[config.mk]
export PLATFORM = sky130hd
export DESIGN_NAME = periodic_neighbor_address_unit
export DESIGN_NICKNAME = d
export VERILOG_FILES = /design/src/rtl/core/pna_pkg.sv /design/src/rtl/core/pna_axis.sv /design/src/rtl/core/pna_index.sv /design/src/rtl/core/periodic_neighbor_address_unit.sv
export SDC_FILE = /design/constraint.sdc
export NUM_CORES = 2
export LEC_CHECK = 0
export BUFFER_PORTS_ARGS = -buffer_cell sky130_fd_sc_hd__buf_2
export CORE_ASPECT_RATIO = 0.7
export CORE_MARGIN = 10
export CORE_UTILIZATION = 60
export CTS_CLUSTER_DIAMETER = 200
export CTS_CLUSTER_SIZE = 8
export DETAILED_ROUTE_END_ITERATION = 7
export PLACE_DENSITY_LB_ADDON = 0.25
export SLEW_MARGIN = 30
export SYNTH_ARGS = -nofsm -noshare
export SYNTH_HDL_FRONTEND = slang
export SYNTH_SLANG_ARGS = --single-unit
[constraint.sdc]
create_clock -name i_clk -period 12.7 [get_ports i_clk]
set_clock_uncertainty 0.1 [all_clocks]
set_input_delay 3.81 -clock i_clk [delete_from_list [all_inputs] [get_ports i_clk]]
set_output_delay 3.81 -clock i_clk [all_outputs]
set_load 0.1 [all_outputs]
[src/rtl/core/pna_pkg.sv]
// pna_pkg: shared types, widths, register codes and helpers for the
// periodic neighbor address unit. No dependencies.
`timescale 1ns / 1ps

package pna_pkg;

    localparam int unsigned MAX_DIM_DEF = 1024;
    localparam int unsigned STEP_BITS   = 4;
    localparam int unsigned COORD_W     = 10;
    localparam int unsigned SIZE_W      = 11;
    localparam int unsigned SITE_W      = 30;
    localparam int unsigned CFG_IDX_W   = 3;
    localparam int unsigned DIM_W       = 17;
    localparam int unsigned TGT_W       = SIZE_W + 1;

    typedef enum logic [CFG_IDX_W-1:0] {
        CFG_SIZE_X = 3'd0,
        CFG_SIZE_Y = 3'd1,
        CFG_SIZE_Z = 3'd2,
        CFG_WRAP_X = 3'd3,
        CFG_WRAP_Y = 3'd4,
        CFG_WRAP_Z = 3'd5
    } t_cfg_idx;

    localparam logic [SIZE_W-1:0] SIZE_RST = 11'd64;

    typedef struct packed {
        logic [COORD_W-1:0]          start_x;
        logic [COORD_W-1:0]          start_y;
        logic [COORD_W-1:0]          start_z;
        logic signed [STEP_BITS-1:0] step_x;
        logic signed [STEP_BITS-1:0] step_y;
        logic signed [STEP_BITS-1:0] step_z;
    } t_in;

    typedef struct packed {
        logic               move_ok;
        logic [COORD_W-1:0] dest_x;
        logic [COORD_W-1:0] dest_y;
        logic [COORD_W-1:0] dest_z;
        logic [SITE_W-1:0]  site_number;
    } t_out;

    // first stage result: wrapped target per axis and effective y/z sizes
    typedef struct packed {
        logic              ok;
        logic [SIZE_W-1:0] ux;
        logic [SIZE_W-1:0] uy;
        logic [SIZE_W-1:0] uz;
        logic [SIZE_W-1:0] sy;
        logic [SIZE_W-1:0] sz;
    } t_s1;

    // size register of zero acts as one, above the max dimension clamps to it
    function automatic logic [SIZE_W-1:0] eff_size(input logic [SIZE_W-1:0] s,
                                                   input logic [DIM_W-1:0]  m);
        logic [SIZE_W-1:0] r;
        r = s;
        if (s == '0) begin
            r = SIZE_W'(1);
        end else if (DIM_W'(s) > m) begin
            r = m[SIZE_W-1:0];
        end
        return r;
    endfunction

endpackage

[src/rtl/core/pna_axis.sv]
// pna_axis: one axis of the neighbor target: add step, wrap once when
// periodic, range check. Depends on pna_pkg.
`timescale 1ns / 1ps

module pna_axis import pna_pkg::*; (
    input  logic [COORD_W-1:0]          i_start,
    input  logic signed [STEP_BITS-1:0] i_step,
    input  logic [SIZE_W-1:0]           i_size,
    input  logic                        i_wrap,
    output logic                        o_ok,
    output logic [SIZE_W-1:0]           o_pos
);

    logic signed [TGT_W-1:0] w_tgt;
    logic signed [TGT_W-1:0] w_size;
    logic signed [TGT_W-1:0] w_wrapped;

    assign w_tgt  = $signed({2'b00, i_start}) + TGT_W'(i_step);
    assign w_size = $signed({1'b0, i_size});

    always_comb begin
        w_wrapped = w_tgt;
        if (i_wrap) begin
            if (w_tgt < 0) begin
                w_wrapped = w_tgt + w_size;
            end else if (w_tgt >= w_size) begin
                w_wrapped = w_tgt - w_size;
            end
        end
    end

    assign o_ok  = (w_wrapped >= 0) && (w_wrapped < w_size);
    assign o_pos = w_wrapped[SIZE_W-1:0];

endmodule

[src/rtl/core/pna_index.sv]
// pna_index: multiply pipeline for the linear site index x*Y*Z + y*Z + z,
// plus the output register. Depends on pna_pkg.
`timescale 1ns / 1ps

module pna_index import pna_pkg::*; (
    input  logic i_clk,
    input  logic i_rst_n,
    input  logic i_valid,
    input  t_s1  i_s1,
    output logic o_valid,
    output t_out o_out
);

    localparam int unsigned PROD_W = 2 * SIZE_W;
    localparam int unsigned XPROD_W = SIZE_W + PROD_W;

    // stage 2: partial products
    logic              r_v2;
    logic              r_ok2;
    logic [SIZE_W-1:0] r_ux2, r_uy2, r_uz2;
    logic [PROD_W-1:0] r_yz2, r_ysz2;

    // stage 3: x term and y/z term
    logic              r_v3;
    logic              r_ok3;
    logic [SIZE_W-1:0] r_ux3, r_uy3, r_uz3;
    logic [SITE_W-1:0] r_xyz3, r_part3;

    logic              r_vo;
    t_out              r_out;

    logic [XPROD_W-1:0] w_xprod;

    assign w_xprod = XPROD_W'(r_ux2) * XPROD_W'(r_yz2);

    always_ff @(posedge i_clk) begin
        if (!i_rst_n) begin
            r_v2 <= 1'b0;
            r_v3 <= 1'b0;
            r_vo <= 1'b0;
        end else begin
            r_v2 <= i_valid;
            r_v3 <= r_v2;
            r_vo <= r_v3;
        end
    end

    always_ff @(posedge i_clk) begin
        r_ok2  <= i_s1.ok;
        r_ux2  <= i_s1.ux;
        r_uy2  <= i_s1.uy;
        r_uz2  <= i_s1.uz;
        r_yz2  <= PROD_W'(i_s1.sy) * PROD_W'(i_s1.sz);
        r_ysz2 <= PROD_W'(i_s1.uy) * PROD_W'(i_s1.sz);

        r_ok3   <= r_ok2;
        r_ux3   <= r_ux2;
        r_uy3   <= r_uy2;
        r_uz3   <= r_uz2;
        r_xyz3  <= w_xprod[SITE_W-1:0];
        r_part3 <= SITE_W'(r_ysz2) + SITE_W'(r_uz2);

        // zero every field of a rejected move
        r_out.move_ok     <= r_ok3;
        r_out.dest_x      <= r_ok3 ? r_ux3[COORD_W-1:0] : '0;
        r_out.dest_y      <= r_ok3 ? r_uy3[COORD_W-1:0] : '0;
        r_out.dest_z      <= r_ok3 ? r_uz3[COORD_W-1:0] : '0;
        r_out.site_number <= r_ok3 ? (r_xyz3 + r_part3) : '0;
    end

    assign o_valid = r_vo;
    assign o_out   = r_out;

endmodule

[src/rtl/core/periodic_neighbor_address_unit.sv]
// Periodic neighbor address unit: an accepted start passes four registered stages before the
// o_valid strobe; one transaction per cycle, busy stays low.
// Stage 1 wraps and checks each axis, stages 2-3 form the index products,
// stage 4 is the output register. Receiver cannot stall; each result shows
// for one cycle. Synchronous reset clears the valid pipeline and loads sizes
// of 64 with periodic wrap on all axes. Depends on pna_pkg, pna_axis, pna_index.
`timescale 1ns / 1ps

module periodic_neighbor_address_unit import pna_pkg::*; #(
    parameter int unsigned MAX_DIM = MAX_DIM_DEF
) (
    input  logic                 i_clk,
    input  logic                 i_rst_n,
    input  logic                 i_start,
    output logic                 o_busy,
    input  t_in                  i_in,
    output logic                 o_valid,
    output t_out                 o_out,
    input  logic                 i_cfg_we,
    input  logic [CFG_IDX_W-1:0] i_cfg_idx,
    input  logic [SIZE_W-1:0]    i_cfg_data
);

    localparam logic [DIM_W-1:0] MaxDim = DIM_W'(MAX_DIM);

    logic [SIZE_W-1:0] r_size_x, r_size_y, r_size_z;
    logic              r_wrap_x, r_wrap_y, r_wrap_z;

    logic [SIZE_W-1:0] w_sx, w_sy, w_sz;
    logic              w_okx, w_oky, w_okz, w_zero;
    logic [SIZE_W-1:0] w_px, w_py, w_pz;
    logic              w_accept;

    logic              r_v1;
    t_s1               r_s1;

    assign o_busy   = 1'b0;
    assign w_accept = i_start && !o_busy;

    always_ff @(posedge i_clk) begin
        if (!i_rst_n) begin
            r_size_x <= SIZE_RST;
            r_size_y <= SIZE_RST;
            r_size_z <= SIZE_RST;
            r_wrap_x <= 1'b1;
            r_wrap_y <= 1'b1;
            r_wrap_z <= 1'b1;
        end else if (i_cfg_we) begin
            unique case (t_cfg_idx'(i_cfg_idx))
                CFG_SIZE_X: r_size_x <= i_cfg_data;
                CFG_SIZE_Y: r_size_y <= i_cfg_data;
                CFG_SIZE_Z: r_size_z <= i_cfg_data;
                CFG_WRAP_X: r_wrap_x <= i_cfg_data[0];
                CFG_WRAP_Y: r_wrap_y <= i_cfg_data[0];
                CFG_WRAP_Z: r_wrap_z <= i_cfg_data[0];
                default: ;
            endcase
        end
    end

    assign w_sx = eff_size(r_size_x, MaxDim);
    assign w_sy = eff_size(r_size_y, MaxDim);
    assign w_sz = eff_size(r_size_z, MaxDim);

    pna_axis u_axis_x (
        .i_start (i_in.start_x),
        .i_step  (i_in.step_x),
        .i_size  (w_sx),
        .i_wrap  (r_wrap_x),
        .o_ok    (w_okx),
        .o_pos   (w_px)
    );

    pna_axis u_axis_y (
        .i_start (i_in.start_y),
        .i_step  (i_in.step_y),
        .i_size  (w_sy),
        .i_wrap  (r_wrap_y),
        .o_ok    (w_oky),
        .o_pos   (w_py)
    );

    pna_axis u_axis_z (
        .i_start (i_in.start_z),
        .i_step  (i_in.step_z),
        .i_size  (w_sz),
        .i_wrap  (r_wrap_z),
        .o_ok    (w_okz),
        .o_pos   (w_pz)
    );

    // a move of zero along every axis is not a neighbor
    assign w_zero = (i_in.step_x == '0) && (i_in.step_y == '0) && (i_in.step_z == '0);

    always_ff @(posedge i_clk) begin
        if (!i_rst_n) begin
            r_v1 <= 1'b0;
        end else begin
            r_v1 <= w_accept;
        end
    end

    always_ff @(posedge i_clk) begin
        r_s1.ok <= w_okx && w_oky && w_okz && !w_zero;
        r_s1.ux <= w_px;
        r_s1.uy <= w_py;
        r_s1.uz <= w_pz;
        r_s1.sy <= w_sy;
        r_s1.sz <= w_sz;
    end

    pna_index u_index (
        .i_clk   (i_clk),
        .i_rst_n (i_rst_n),
        .i_valid (r_v1),
        .i_s1    (r_s1),
        .o_valid (o_valid),
        .o_out   (o_out)
    );

    // every strobe traces back to an accepted transaction through the stage pipeline
    a_latency: assert property (@(posedge i_clk) disable iff (!i_rst_n)
        o_valid |-> $past(w_accept, 4))
        else $error("result strobe without matching transaction");

    // rejected moves carry all-zero payload
    a_zero_fields: assert property (@(posedge i_clk) disable iff (!i_rst_n)
        (o_valid && !o_out.move_ok) |->
        (o_out.dest_x == '0 && o_out.dest_y == '0 && o_out.dest_z == '0 &&
         o_out.site_number == '0))
        else $error("rejected move with nonzero payload");

    // an accepted move never came from an all-zero step
    a_nonzero_step: assert property (@(posedge i_clk) disable iff (!i_rst_n)
        (o_valid && o_out.move_ok) |-> !$past(w_zero, 4))
        else $error("zero step reported as valid move");

endmodule
==> flow_metrics.tcl <==
set metrics [dict create \
    crit_fanout 8 \
    cp_top_family "compound AO/OA/AOI/OAI gates" \
    wl_mm 79.89 \
    die_w_um 286.8 \
    ant_nets 0 \
    synth_most_common_cell "inv_1" \
    synth-seq-cells 318 \
    yosys_warnings 0 \
    avgSynthCellArea_um2 8.949 \
    gpl.final_weighted_congestion 0.9591 \
    ios 123 \
    htreeDepth 2 \
    ctsResizeCount 0 \
    die-area_um2 59300 \
    fin_ws_ns 2.616 \
    design_area_um2 32100 \
    dpl_worst_slack_ns 2.134 \
    synth_cell_types 92 \
    place_area_um2 30890 \
    cp-start-kind "input port" \
    cts_root_buf "clkbuf_16" \
    first_pass_iters 5 \
    setup_viol 0 \
    drt-vias-per-instance 5.827 \
    cpPeakStageDelay_ns 0.45 \
    finalCriticalPeriod_ns 10.08 \
    fmax_mhz 99.16 \
    maxSlewHeadroom_pct 33.47 \
    total_power_mw 4.551 \
    worst_pin_slew_ns 0.9967 \
    p_leak_nw 14.92 \
    num_vias 23630 \
    clk_latency_ns 0.58 \
    area_growth_pct 7.349 \
    slew_viol_final 0 \
    dp_hpwl_mm 62.80 \
    global_route.overflow_total 0 \
    antenna_found_initial 1 \
    finalSetupTns_ns 0 \
    grt_use_total_pct 27.21 \
    drive_gt1_share_pct 6.698 \
    r2r-start "u_index.r_ux2[8]$_DFF_P_" \
    core_area_um2 49260 \
    p_comb_share_pct 43.0 \
    grt_max_degree 43 \
    switching_share_pct 41.65 \
    p_int_mw 2.655 \
    max_cap_viol_count 0 \
    cp-end-kind "flop" \
    synth.area.top_cells "fa_1, dfxtp_1, ha_1" \
    syn-cell-area_um2 29900 \
    slowest_stage "a221o_2" \
    required_ns 13.07 \
    async_reset_ff_share_pct 0 \
    worst-setup-path-type "in -> reg" \
    clk_pin_slew_ns 0.06 \
    hold_start "u_index.r_uy2[0]$_DFF_P_" \
    clockPowerShare_pct 24.0 \
    clockBufferDepth 3 \
    synthTopCellsByCount "inv_1, nand2_1, fa_1, ha_1, dfxtp_1" \
    cts_tree "yes" \
    fin_crit_sh_pct 79.40 \
    ir_drop_mv 0.1074 \
    rows 68 \
    synth_top_cell_area_share_pct 23.30 \
    final_hold_viol_count 0 \
    chipHeight_um 206.8 \
    cts_made_buffers 45 \
    cts.sinks 318 \
    fin_nets 4135 \
    arrival_ns 10.45 \
    syn-instance-count 3341 \
    grt_pass1_vias 24700 \
    drc 0 \
    status "finished clean" \
    rsz0062_at_grt "no" \
    cts_setup_buffers 0 \
    path_buf_inv 1 \
    powerDensity_nw_per_um2 141.8 \
    initial_core_util_pct 60.69 \
    p_sw_mw 1.895 \
    hold_class "reg -> reg" \
    synth_top_area_cell "fa_1" \
    synth_nets 4089 \
    cts_hold_buf 0 \
    critPathMostFrequentCell "a21oi_1" \
    io_buffer_count 121 \
    synth_ff_type "dfxtp_1" \
    drt_iter0_markers 1904 \
    synth_edf_count 0 \
    grt_pass1_wl_mm 129.4 \
    p_seq_share_pct 33.0 \
    synth-seq-area-share_pct 21.29 \
    crit_start "i_in[8]" \
    wl_per_cell_um 19.70 \
]
## worst paths after layout
| kind | depth (start not counted) | endpoint | slack [ns] |
|---|---|---|---|
| setup / recovery | 25 | r_s1[55]$_DFF_P_ | 2.62 |
| hold / removal | 0 | u_index.r_uy3[0]$_DFF_P_ | 0.21 |
| setup reg to reg | 17 | u_index.r_xyz3[28]$_DFF_P_ | 6.13 |
| hold reg to reg | 0 | u_index.r_uy3[0]$_DFF_P_ | 0.21 |
## metal layers
metal | track usage (%) | routed length, µm
met5 | 0 | 13
met4 | 8.266 | 2040
met3 | 6.966 | 7440
met2 | 42.59 | 35120
met1 | 36.85 | 35270
## power by group through the flow
stage / registers [mW] / clock network (mW) / logic [mW]
2_1_floorplan: 1.31 / 0 / 1.50
3_3_place_gp: 1.50 / 0 / 1.85
3_5_place_dp: 1.51 / 0 / 1.91
4_1_cts: 1.49 / 1.11 / 1.93
5_1_grt: 1.52 / 1.15 / 2.19
6_report: 1.50 / 1.09 / 1.96
## flip-flops by register name, summed over array words and instances (netlist names), 10 cells and up
name and flops:
r_size_x 11, r_s1 56, u_index.r_part3 23, r_size_y 11
u_index.r_yz2 22, u_index.r_ux2 11, u_index.r_ysz2 22, u_index.o_out 61
u_index.r_uz2 11, u_index.r_uy3 10, u_index.r_uy2 10, u_index.r_xyz3 30
r_size_z 11, u_index.r_uz3 10, u_index.r_ux3 10
## layout by cell type (no fill, tap or decap), types with 16 or more instances in the layout
cell,netlist,layout
clkbuf_16,0,47
nor2_1,145,145
nand3_1,45,45
a31oi_1,23,23
nor2b_1,36,36
and2_1,232,232
nand2_1,455,455
xnor2_1,84,84
nor4_1,16,16
a21oi_1,127,127
nor3_1,48,47
a21o_1,38,38
xor2_1,31,31
nand2b_1,20,20
dfxtp_1,318,315
a21boi_0,34,34
buf_2,0,121
o31ai_1,17,17
o21bai_1,25,25
o21a_1,25,25
or3_1,18,18
fa_1,348,348
inv_1,470,470
o21ai_0,67,67
ha_1,340,340
and3_1,19,19
## layout make-up
class                           count  area, µm²
Multi-Input combinational cell   2418      21240
Fill cell                        3966      17170
Sequential cell                   318       6370
Inverter                          473       1775
Clock buffer                       48       1190
Tap cell                          665      832.0
Timing Repair Buffer              131      680.7
Clock inverter                      1      8.758
Antenna cell                        1      2.502
## through the flow
stage	hold slack, ns	utilization [%]	std cells
6_report	0.2139	65.15	4055
5_1_grt	0.2197	65.15	4054
4_1_cts	0.2137	65.15	4054
3_5_place_dp	0.2120	62.71	4005
3_3_place_gp	0.2098	62.70	4005
2_1_floorplan	0.2096	-	3341
## worst reg2reg max path, cell delays in order, from the launching register on
cell and delay [ns]:
dfxtp_1 0.97, nand2_1 0.21, fa_1 0.61, fa_1 0.44, fa_1 0.52, fa_1 0.45
fa_1 0.56, inv_1 0.07, ha_1 0.32, o21a_1 0.23, and2_1 0.19, a221oi_1 0.31
o21ai_0 0.15, a41o_1 0.31, or4b_1 0.48, a31oi_1 0.25, o21ai_0 0.15, xor2_1 0.17
## cells by family (layout without fill, tap and decap cells)
logic type | Yosys count | count (layout) | share of synthesized area (%)
muxes | 10 | 10 | 0.3641
AOI/OAI and AO/OA | 522 | 522 | 12.29
other | 1 | 2 | 0.01254
xor gates and xnor gates | 116 | 116 | 3.423
and+or+nand+nor | 1081 | 1081 | 17.39
buffers and inverters | 605 | 653 | 7.696
DFF | 318 | 318 | 21.29
adders and majority gates | 688 | 688 | 37.53
No activity file was read; power rests on OpenSTA's default activity.
